**src/rtl/core/pxtm_pkg.sv**
```systemverilog
// Types and constants for the pixel threshold / masked mean core.
// No dependencies.
package pxtm_pkg;

  localparam int PIX_W   = 8;
  localparam int CNT_W   = 25;
  localparam int SUM_W   = 32;
  localparam int MEAN_W  = 16;
  localparam int TDATA_W = 88;

  // Output tdata field offsets, lowest bit of each field
  localparam int OFS_MASK   = 0;
  localparam int OFS_COUNT  = 8;
  localparam int OFS_SUM    = 33;
  localparam int OFS_MEAN   = 65;
  localparam int OFS_MVALID = 81;
  localparam int OFS_STATUS = 82;
  localparam int OFS_PAD    = 83;

  localparam logic [PIX_W-1:0] MASK_ON  = 8'hff;
  localparam logic [PIX_W-1:0] MASK_OFF = 8'h00;

  localparam logic KIND_MASK    = 1'b0;
  localparam logic KIND_SUMMARY = 1'b1;

  typedef enum logic [1:0] {
    ST_IDLE,
    ST_DIV,
    ST_SUM
  } st_t;

  typedef struct packed {
    logic             start;
    logic [SUM_W-1:0] sum;
    logic [CNT_W-1:0] count;
  } div_req_t;

  typedef struct packed {
    logic              done;
    logic [MEAN_W-1:0] mean;
  } div_rsp_t;

endpackage

```
**src/rtl/core/pxtm_div.sv**
```systemverilog
// Radix-2 restoring divider for the masked mean: (sum << FRAC_BITS) / count,
// saturated to 16 bits. Depends on pxtm_pkg.
module pxtm_div #(
  parameter int FRAC_BITS = 8
) (
  input  logic               clk,
  input  logic               rst_n,
  input  pxtm_pkg::div_req_t req,
  output pxtm_pkg::div_rsp_t rsp
);

  localparam int QW  = pxtm_pkg::SUM_W + FRAC_BITS;
  localparam int CW  = $clog2(QW + 1);
  localparam int RW  = pxtm_pkg::CNT_W;

  logic          busy_r, busy_nxt;
  logic          done_r, done_nxt;
  logic [CW-1:0] cnt_r, cnt_nxt;
  logic [QW-1:0] dvd_r, dvd_nxt;
  logic [RW-1:0] rem_r, rem_nxt;
  logic [RW-1:0] dsr_r, dsr_nxt;
  logic [RW:0]   shifted;
  logic          ge;

  always_comb begin
    shifted  = {rem_r, dvd_r[QW-1]};
    ge       = shifted >= {1'b0, dsr_r};
    busy_nxt = busy_r;
    done_nxt = 1'b0;
    cnt_nxt  = cnt_r;
    dvd_nxt  = dvd_r;
    rem_nxt  = rem_r;
    dsr_nxt  = dsr_r;
    if (req.start) begin
      busy_nxt = 1'b1;
      cnt_nxt  = '0;
      dvd_nxt  = {req.sum, {FRAC_BITS{1'b0}}};
      rem_nxt  = '0;
      dsr_nxt  = req.count;
    end else if (busy_r) begin
      // one quotient bit per cycle, shifted in from the bottom
      rem_nxt = ge ? RW'(shifted - {1'b0, dsr_r}) : shifted[RW-1:0];
      dvd_nxt = {dvd_r[QW-2:0], ge};
      cnt_nxt = cnt_r + CW'(1);
      if (cnt_r == CW'(QW - 1)) begin
        busy_nxt = 1'b0;
        done_nxt = 1'b1;
      end
    end
  end

  always_ff @(posedge clk) begin
    if (!rst_n) begin
      busy_r <= 1'b0;
      done_r <= 1'b0;
      cnt_r  <= '0;
    end else begin
      busy_r <= busy_nxt;
      done_r <= done_nxt;
      cnt_r  <= cnt_nxt;
    end
    dvd_r <= dvd_nxt;
    rem_r <= rem_nxt;
    dsr_r <= dsr_nxt;
  end

  // saturate any quotient wider than the mean field
  always_comb begin
    rsp.done = done_r;
    rsp.mean = (|dvd_r[QW-1:pxtm_pkg::MEAN_W]) ? {pxtm_pkg::MEAN_W{1'b1}}
                                               : dvd_r[pxtm_pkg::MEAN_W-1:0];
  end

endmodule

```
**src/rtl/core/pixel_threshold_masked_mean_core.sv**
```systemverilog
// Top level of the pixel threshold / masked mean core.
// Depends on pxtm_pkg and pxtm_div.
//
// Usage:
//   Pixels enter on the in_ stream, one 8-bit pixel per transaction, with
//   in_tlast on the final pixel of an image. Every pixel gives one mask
//   transaction on the out_ stream (out_tuser = 0, mask byte 0xff when the
//   pixel is strictly above the threshold, else 0x00). The final pixel also
//   gives a summary transaction (out_tuser = 1) carrying the marked count,
//   the marked sum, the mean in Q8 (truncated, saturated to 16 bits) and a
//   status bit; out_tlast marks the last transaction caused by a pixel.
//   The threshold is written through cfg_wr_en / cfg_wr_data while idle.
// Timing:
//   A mask result is registered in the output register as its pixel is
//   taken, and the next pixel can be taken while it is presented, so pixels
//   flow at one per cycle while the receiver takes them. After the last
//   pixel the restoring divider works out the quotient, and the summary is
//   loaded once the divider is done and the output register is free;
//   in_tready stays low until the summary is loaded.
//   A summary with a bad pixel count or no marked pixel skips the divider and
//   is loaded through the ST_SUM state once the mask transaction goes.
// Reset clears the threshold, the accumulators and the output valid flag.
// A stalled receiver holds the output register; in_tready drops until the
// waiting transaction is taken.
module pixel_threshold_masked_mean_core #(
  parameter int MAX_PIXELS     = 16777216,
  parameter int PIXEL_GROUP    = 64,
  parameter int MEAN_FRAC_BITS = 8
) (
  input  logic                         clk,
  input  logic                         rst_n,
  // configuration
  input  logic                         cfg_wr_en,
  input  logic [pxtm_pkg::PIX_W-1:0]   cfg_wr_data,   // threshold
  // pixel stream
  input  logic                         in_tvalid,
  output logic                         in_tready,
  input  logic [pxtm_pkg::PIX_W-1:0]   in_tdata,      // [7:0] pixel
  input  logic                         in_tlast,      // last_pixel
  // result stream
  output logic                         out_tvalid,
  input  logic                         out_tready,
  // [7:0] mask_value, [32:8] masked_count, [64:33] masked_sum,
  // [80:65] mean_q8, [81] mean_valid, [82] status, [87:83] zero
  output logic [pxtm_pkg::TDATA_W-1:0] out_tdata,
  output logic                         out_tuser,     // [0] kind
  output logic                         out_tlast      // last_result
);

  localparam int CNT_W = pxtm_pkg::CNT_W;
  localparam int SUM_W = pxtm_pkg::SUM_W;
  localparam int GW    = (PIXEL_GROUP > 1) ? $clog2(PIXEL_GROUP) : 1;

  // threshold register
  logic [pxtm_pkg::PIX_W-1:0] thr_r;

  // accumulators
  logic [SUM_W-1:0] sum_r, sum_nxt;
  logic [CNT_W-1:0] mcnt_r, mcnt_nxt;
  logic [CNT_W-1:0] pcnt_r, pcnt_nxt;
  logic [GW-1:0]    grp_r, grp_nxt;
  logic             ovf_r, ovf_nxt;

  // captured summary
  logic [SUM_W-1:0] qsum_r, qsum_nxt;
  logic [CNT_W-1:0] qcnt_r, qcnt_nxt;
  logic             qbad_r, qbad_nxt;

  // output register
  logic                         ovalid_r, ovalid_nxt;
  logic [pxtm_pkg::TDATA_W-1:0] odata_r, odata_nxt;
  logic                         okind_r, okind_nxt;
  logic                         olast_r, olast_nxt;

  pxtm_pkg::st_t     st_r, st_nxt;
  pxtm_pkg::div_req_t div_req;
  pxtm_pkg::div_rsp_t div_rsp;

  logic in_acc, out_free, marked, skip_div, load_sum, bad;

  assign out_free = !ovalid_r || out_tready;
  assign in_acc   = in_tvalid && in_tready;
  assign marked   = in_tdata > thr_r;

  // accumulate the pixel; past the limit only flag the overflow
  always_comb begin
    sum_nxt  = sum_r;
    mcnt_nxt = mcnt_r;
    pcnt_nxt = pcnt_r;
    grp_nxt  = grp_r;
    ovf_nxt  = ovf_r;
    if (in_acc) begin
      if (pcnt_r >= CNT_W'(MAX_PIXELS)) begin
        ovf_nxt = 1'b1;
      end else begin
        pcnt_nxt = pcnt_r + CNT_W'(1);
        grp_nxt  = (grp_r == GW'(PIXEL_GROUP - 1)) ? '0 : grp_r + GW'(1);
        if (marked) begin
          mcnt_nxt = mcnt_r + CNT_W'(1);
          sum_nxt  = sum_r + SUM_W'(in_tdata);
        end
      end
    end
    bad      = ovf_nxt || (pcnt_nxt == '0) || (grp_nxt != '0);
    qsum_nxt = qsum_r;
    qcnt_nxt = qcnt_r;
    qbad_nxt = qbad_r;
    if (in_acc && in_tlast) begin
      // capture the image totals, then clear for the next image
      qsum_nxt = sum_nxt;
      qcnt_nxt = mcnt_nxt;
      qbad_nxt = bad;
      sum_nxt  = '0;
      mcnt_nxt = '0;
      pcnt_nxt = '0;
      grp_nxt  = '0;
      ovf_nxt  = 1'b0;
    end
  end

  // judge on the captured count, the running one is already cleared
  assign skip_div = bad || (qcnt_nxt == '0);

  // next state
  always_comb begin
    st_nxt = st_r;
    case (st_r)
      pxtm_pkg::ST_IDLE: begin
        if (in_acc && in_tlast) begin
          st_nxt = skip_div ? pxtm_pkg::ST_SUM : pxtm_pkg::ST_DIV;
        end
      end
      pxtm_pkg::ST_DIV: begin
        if (div_rsp.done) begin
          st_nxt = pxtm_pkg::ST_SUM;
        end
      end
      pxtm_pkg::ST_SUM: begin
        if (out_free) begin
          st_nxt = pxtm_pkg::ST_IDLE;
        end
      end
      default: st_nxt = pxtm_pkg::ST_IDLE;
    endcase
  end

  // state outputs
  always_comb begin
    in_tready     = 1'b0;
    load_sum      = 1'b0;
    div_req.start = 1'b0;
    div_req.sum   = sum_nxt;
    div_req.count = mcnt_nxt;
    case (st_r)
      pxtm_pkg::ST_IDLE: begin
        in_tready = out_free;
        // operands are taken before the accumulators clear
        div_req.sum   = (in_acc && in_tlast) ? qsum_nxt : sum_nxt;
        div_req.count = (in_acc && in_tlast) ? qcnt_nxt : mcnt_nxt;
        div_req.start = in_acc && in_tlast && !skip_div;
      end
      pxtm_pkg::ST_SUM: load_sum = out_free;
      default: ;
    endcase
  end

  // output register: mask on pixel, summary in ST_SUM, after the divider or when it is skipped
  always_comb begin
    ovalid_nxt = ovalid_r;
    odata_nxt  = odata_r;
    okind_nxt  = okind_r;
    olast_nxt  = olast_r;
    if (in_acc) begin
      ovalid_nxt = 1'b1;
      odata_nxt  = '0;
      odata_nxt[pxtm_pkg::OFS_MASK +: pxtm_pkg::PIX_W] =
        marked ? pxtm_pkg::MASK_ON : pxtm_pkg::MASK_OFF;
      okind_nxt  = pxtm_pkg::KIND_MASK;
      olast_nxt  = !in_tlast;
    end else if (load_sum) begin
      ovalid_nxt = 1'b1;
      odata_nxt  = '0;
      okind_nxt  = pxtm_pkg::KIND_SUMMARY;
      olast_nxt  = 1'b1;
      if (qbad_r) begin
        odata_nxt[pxtm_pkg::OFS_STATUS] = 1'b1;
      end else begin
        odata_nxt[pxtm_pkg::OFS_COUNT +: CNT_W] = qcnt_r;
        odata_nxt[pxtm_pkg::OFS_SUM +: SUM_W]   = qsum_r;
        if (qcnt_r != '0) begin
          odata_nxt[pxtm_pkg::OFS_MEAN +: pxtm_pkg::MEAN_W] = div_rsp.mean;
          odata_nxt[pxtm_pkg::OFS_MVALID] = 1'b1;
        end
      end
    end else if (out_tready) begin
      ovalid_nxt = 1'b0;
    end
  end

  always_ff @(posedge clk) begin
    if (!rst_n) begin
      thr_r    <= '0;
      sum_r    <= '0;
      mcnt_r   <= '0;
      pcnt_r   <= '0;
      grp_r    <= '0;
      ovf_r    <= 1'b0;
      ovalid_r <= 1'b0;
      st_r     <= pxtm_pkg::ST_IDLE;
    end else begin
      if (cfg_wr_en) begin
        thr_r <= cfg_wr_data;
      end
      sum_r    <= sum_nxt;
      mcnt_r   <= mcnt_nxt;
      pcnt_r   <= pcnt_nxt;
      grp_r    <= grp_nxt;
      ovf_r    <= ovf_nxt;
      ovalid_r <= ovalid_nxt;
      st_r     <= st_nxt;
    end
    qsum_r  <= qsum_nxt;
    qcnt_r  <= qcnt_nxt;
    qbad_r  <= qbad_nxt;
    odata_r <= odata_nxt;
    okind_r <= okind_nxt;
    olast_r <= olast_nxt;
  end

  pxtm_div #(
    .FRAC_BITS (MEAN_FRAC_BITS)
  ) u_div (
    .clk   (clk),
    .rst_n (rst_n),
    .req   (div_req),
    .rsp   (div_rsp)
  );

  assign out_tvalid = ovalid_r;
  assign out_tdata  = odata_r;
  assign out_tuser  = okind_r;
  assign out_tlast  = olast_r;

endmodule

```
**config.mk**
```make
export PLATFORM = sky130hd
export DESIGN_NAME = pixel_threshold_masked_mean_core
export DESIGN_NICKNAME = d
export VERILOG_FILES = /design/src/rtl/core/pxtm_pkg.sv /design/src/rtl/core/pxtm_div.sv /design/src/rtl/core/pixel_threshold_masked_mean_core.sv
export SDC_FILE = /design/constraint.sdc
export NUM_CORES = 1
export LEC_CHECK = 0
export BUFFER_PORTS_ARGS = -buffer_cell sky130_fd_sc_hd__buf_2
export CAP_MARGIN = 20
export CORE_ASPECT_RATIO = 2
export CORE_MARGIN = 2
export CORE_UTILIZATION = 63
export CTS_BUF_LIST = sky130_fd_sc_hd__clkbuf_2 sky130_fd_sc_hd__clkbuf_4 sky130_fd_sc_hd__clkbuf_8
export CTS_CLUSTER_DIAMETER = 80
export DETAILED_ROUTE_END_ITERATION = 6
export GPL_TIMING_DRIVEN = 0
export PLACE_DENSITY = 0.83
export SYNTH_ARGS = -nofsm -noshare
export SYNTH_HDL_FRONTEND = slang
export SYNTH_HIERARCHICAL = 1
export SYNTH_SLANG_ARGS = --single-unit
```
**constraint.sdc**
```tcl
create_clock -name clk -period 5.91 [get_ports clk]
set_input_delay 0 -clock clk [delete_from_list [all_inputs] [get_ports clk]]
set_output_delay 0 -clock clk [all_outputs]
set_load 0.01 [all_outputs]
```
# After elaboration in Yosys (flattened, before gate mapping)
# Index checks and enable logic that the tools add are counted.
[word_totals]
register_bits = 341
inputBits = 22
elab_cells = 109
[op_classes]
add_sub_neg = 6
magnitude_cmp = 3
eq_ne = 7
mux = 46
n_bitwise = 2
reduce_logical = 23
[op_table]
columns = ["cell", "count"]
rows = [
  ["25-bit 2-to-1 mux", 9],
  ["32-bit 2-to-1 mux", 6],
  ["40-bit 2-to-1 mux", 2],
  ["74-bit 2-to-1 mux", 1],
  ["58-bit 2-to-1 mux", 1],
  ["25-bit by 1-bit adder with 25-bit output, second input constant", 2],
  ["25-bit logical NOT", 2],
  ["32-bit by 8-bit adder with 32-bit output", 1],
  ["26-bit by 25-bit >= comparator with 1-bit output", 1],
  ["25-bit >= comparator, second input constant", 1],
  ["25-bit nonzero test", 1],
  ["25-bit subtractor", 1],
  ["8-bit 2-to-1 mux", 3],
  ["24-bit OR reduction", 1],
  ["6-bit 2-to-1 mux", 3],
  ["17-bit 2-to-1 mux", 1],
  ["16-bit 2-to-1 mux", 1],
  ["1-bit 2-to-1 mux", 14],
  ["6-bit by 1-bit adder with 6-bit output, second input constant", 2],
  ["6-bit == test, second input constant", 2],
  ["8-bit > comparator", 1],
  ["2-bit 2-to-1 mux", 4],
  ["2-bit one-hot mux with 3 select lines", 1],
  ["6-bit nonzero test", 1],
  ["other kinds (14)", 25],
]

# Longest topological paths before layout
[logic_depth]
ltp_word = 13
ltp_mapped = 17
depth_no_buf = 15

# Hierarchy
# Netlist, hierarchy kept.
[by_module_without_submodules]
columns = ["module", "instances", "cells_per_inst", "area_each_um2"]
rows = [
  ["pixel_threshold_masked_mean_core", 1, 1144, 10105.9],
  ["pxtm_div", 1, 542, 5459.0],
]

# Least setup slack after synthesis
# OpenSTA, ideal clock, no wires.
[synth_timing]
path_kind = "flip-flop to flip-flop"
startpoint = "register thr_r[7] (netlist bit)"
endpoint = "register u_div.dvd_r[10] (enable)"
setup_time_ns = 0.387
arrival_ns = 4.564
path_slack_ns = 0.959
stages_incl_launch_ff = 15
cell_sequence = "dfxtp_1 -> inv_1 -> ha_1 -> nand4_1 -> nor2_1 -> nand3b_1 -> buf_2 -> or4_1 -> a31oi_1 -> nor4_1 -> and4b_1 -> a211o_1 -> nor2_1 -> nor2_1 -> inv_1"
[synth_rtl]
columns = ["item", "line_no", "text"]
rows = [
  ["start: declaration", "pixel_threshold_masked_mean_core.sv:55", "logic [pxtm_pkg::PIX_W-1:0] thr_r;"],
  ["start signal: assignment", "pixel_threshold_masked_mean_core.sv:212", "thr_r <= cfg_wr_data;"],
  ["end signal: assignment", "pxtm_div.sv:62", "dvd_r <= dvd_nxt;"],
  ["end: declaration", "pxtm_div.sv:19", "logic [QW-1:0] dvd_r, dvd_nxt;"],
]

==> summary.txt <==
STA
  • Fin. Hold Viols: 0
  • Worst Tran Pin Value: 1042 ps
  • Number of max-slew violations in the final report: 0
  • Rel. slew slack: 30.14%
  • Time the final worst path needs with I/O delays and setup: around 5400 ps
  • Setup clock skew after layout: 25.61 ps
  • F_max: 186.2 MHz
  • RSZ-0062 raised after global routing: false
  • Final count of negative-setup-slack endpoints: 0
  • Post-route fraction of the period consumed by the critical path: 90.85%

Power
  • Net switching component of the power: 2317 uW
  • Ratio of total power to cell area: 375.1 nW/um^2
  • Fraction of power spent switching nets: 34.58%
  • Maximum vdd drop: 0.0002829 V
  • Static leakage: around 0.0075 uW
  • Internal Dissipation: about 4400 uW
  • Proportion of power drawn by the clock network: 29.3%
  • Share of power burned in registers: 41.1%
  • Share of power burned in combinational logic: 29.6%
  • Post-layout power: 6698 uW

Clock network
  • Cell at the root of the clock tree: clkbuf_8
  • Worst-path clk slew: around 70 ps
  • TritonCTS Sinks: approximately 330
  • Post-CTS Repair Setup Buffers: 0
  • Number of CTS-inserted buffers: 46
  • CTS H-tree lvls: 2
  • Buffer depth of the longest clock path: 3
  • Clock tree from TritonCTS: built
  • Clock latency at the later pin of the worst-skew pair: 610 ps

Setup path
  • FF-to-FF End: u_div/dvd_r[38]
  • Data arrival, critical path: roughly 5800 ps
  • Beginning of the critical path: thr_r[5]
  • Number of cells traversed by the worst register-to-register path: 16
  • Worst reg2reg setup slack: 540 ps
  • Maximum fanout count along the critical path: 11
  • Required time of the critical path: around 6300 ps
  • Last element of the critical path: u_div/dvd_r[38]
  • Startpoint of the most critical register-to-register path: thr_r[5]
  • Kind of capture point of the worst setup path: register
  • Critical Path Source Type: register
  • Category of the most critical setup path: register to register

Synthesis
  • #FFs+latches synth: 334
  • Yosys top cell area share: 35.24%
  • Most common flop cell mapped by yosys: dfxtp_1
  • Post-synthesis share of cell area spent on full adders, half adders and majority gates: approximately 4%
  • Fraction of the mapped netlist area in compound gates: around 19%
  • Summed instance area of the synthesized netlist: 15560 sq um
  • Fraction of the mapped netlist area in simple logic gates: around 17%
  • Mux contribution to synthesized area: 1.543%
  • Post-synthesis async set-or-reset flop share: 0%
  • Yosys cell types: 93
  • Main combinational cell family by area after synthesis: compound AO/OA/AOI/OAI gates
  • Post-synth top area cell: dfxtp_1
  • Synth warnings: 6
  • Parity-gate share of the synthesized area counting xor and xnor cells: 6.021%
  • Syn Area/Cell: 9.232 sq um
  • Number of instances in the synthesized netlist: around 1700
  • Sequential area share after synthesis: between 40% and 50%
  • Largest cells by area after synthesis: dfxtp_1, edfxtp_1, a22o_1
  • Number of enable-type register cells in the synthesized netlist: 60

Global routing
  • Antenna violations before repair: 1
  • Largest net degree at the start of global routing: 33
  • Total congestion overflow after global routing: 0
  • Global-route wire length before repair: 68.19 mm
  • Aggregate global-route resource usage: 33.35%
  • Number of global-route vias before repair: 13720

Floorplan
  • Site Rows: 81
  • Die width: around 120 um
  • Number of I/O pins: 114
  • Die height: roughly 230 um
  • Initial cell density of the core: 63.99%
  • Placeable Area: 24320 sq um
  • Area enclosed by the die boundary: about 26000 sq um

Place
  • Placement Cell Area: between 15000 and 20000 sq um
  • RD Place Congestion: 1.001
  • Number of port buffers: between 100 and 150
  • Post-DP HPWL: about 32 mm

Routing
  • Routed Wire Length: 43.47 mm
  • Iteration-0 DRC count of the detailed router: 981
  • Via density per instance: around 6.2
  • Drt wl/cell: 19.71 um
  • Via count: 13660
  • DRC Markers: 0
  • Drt pass-1 iters: 6
  • Count of nets left with antenna violations after detail routing: 0

Outcome
  • Run status: finished clean

Finish
  • Total number of nets in the final design: 1946
  • Commonest non-fill, non-tap cell in the layout: dfxtp_1
  • Growth of design area from synthesis to finish: 14.72%
  • Highest-count cells in the layout ignoring fill and taps: dfxtp_1, nor2_1, nand2_1
  • Final non-filler cell area: 17860 sq um
  • Share of post-route cells with drive strength above 1: 13.59%

Hold path
  • Kind of path behind the tightest hold check: input pin to register

Run
  • Max Cap Violations: 0
==> per-layer routing <==
metal / wire length (um) / up-vias / track usage [%]
met5: 0 / - / 0
met4: 2736 / 0 / 21.10
met3: 2398 / 191 / 4.865
met2: 23360 / 587 / 61.90
met1: 14980 / 6534 / 34.08
li1: - / 6349 / -
==> stage by stage <==
stage                     setup WS, ps  std cells  setup TNS, ps  hold WS [ps]  utilization [%]
after floorplan                  959.5       1690              0         128.2                -
after global routing             360.8       2204              0         97.41            73.40
after global placement          -724.7       2087         -33100         255.6            67.75
final                            540.6       2205              0         64.93            73.41
after CTS                        645.3       2201              0         32.73            73.26
after detailed placement         689.0       2088              0         268.3            67.87
==> area by class of cell <==
class,count,area (sq um)
diodes,2,5.005
plain buffers,96,447.9
clock buffers,71,895.9
clock inverters,14,133.9
fillers,1782,6467
inverters,113,424.2
multi-input cells,1147,7423
flip-flops and latches,334,7287
well taps,290,362.8
repair buffers,138,875.8
==> worst min path at each step <==
stage | start | to | slack [ps] | cells after the start
after detailed placement | cfg_wr_data[5] | thr_r[5] | 270 | 3
after CTS | cfg_wr_en | thr_r[2] | 30 | 3
after floorplan | rst_n | u_div/busy_r | 130 | 1
after global routing | cfg_wr_en | thr_r[2] | 100 | 3
after global placement | cfg_wr_data[5] | thr_r[5] | 260 | 3
final | in_tdata[7] | sum_r[7] | 60 | 5
==> cell families after synthesis <==
family	count (synthesis)
AO/OA/AOI/OAI	392
XOR/XNOR	107
adder cells (fa/ha/maj)	48
buffers and inverters	209
flip-flops	334
multiplexers	24
other	1
AND/OR/NAND/NOR	571
==> worst max-delay path: stages, from the launching register on <==
cell,delay [ps]
dfxtp_1,350
inv_1,60
ha_1,310
a21oi_1,270
o21ai_0,200
nor3_1,570
buf_2,320
nor4_1,90
xnor2_1,170
o21ai_0,270
and4b_1,240
a211o_1,310
nor2_2,490
clkbuf_1,540
buf_1,640
nand2_1,200
o21ai_0,160
==> sequential cells by signal, summed over array words and instances (netlist names) <==
name          cells
u_div/done_r      1
u_div/rem_r      25
qcnt_r           25
pcnt_r           25
u_div/dvd_r      40
u_div/busy_r      1
ovf_r             1
out_tvalid        1
out_tdata        76
u_div/cnt_r       6
qbad_r            1
qsum_r           32
st_r              2
out_tlast         1
thr_r             8
u_div/dsr_r      25
grp_r             6
out_tuser         1
sum_r            32
mcnt_r           25
==> Yosys cell counts (17+ instances only) <==
cell	n
nor4_1	21
a21oi_1	58
nand3_1	46
a22o_1	104
inv_1	111
nor3_1	22
nand4_1	26
xnor2_1	59
clkbuf_1	64
or3_1	27
and3_1	20
dfxtp_1	274
ha_1	46
nor2b_1	17
mux2i_1	24
edfxtp_1	60
nand2_1	168
o21ai_0	81
xor2_1	48
nor2_1	175
==> timing repair <==
action | 4_1_cts | 5_1_grt
hold buffers | 28 | 0
resized for setup | 0 | 0
endpoints found under the hold margin | 27 | 0
==> power groups by stage <==
stage          logic (uW)  registers, uW  clock network, uW
4_1_cts              1930           2740               1980
2_1_floorplan        1410           2740                  0
3_3_place_gp         1840           2780                  0
6_report             1980           2750               1960
3_5_place_dp         1900           2790                  0
5_1_grt              2160           2770               2070
No activity file was read; power rests on OpenSTA's default activity.
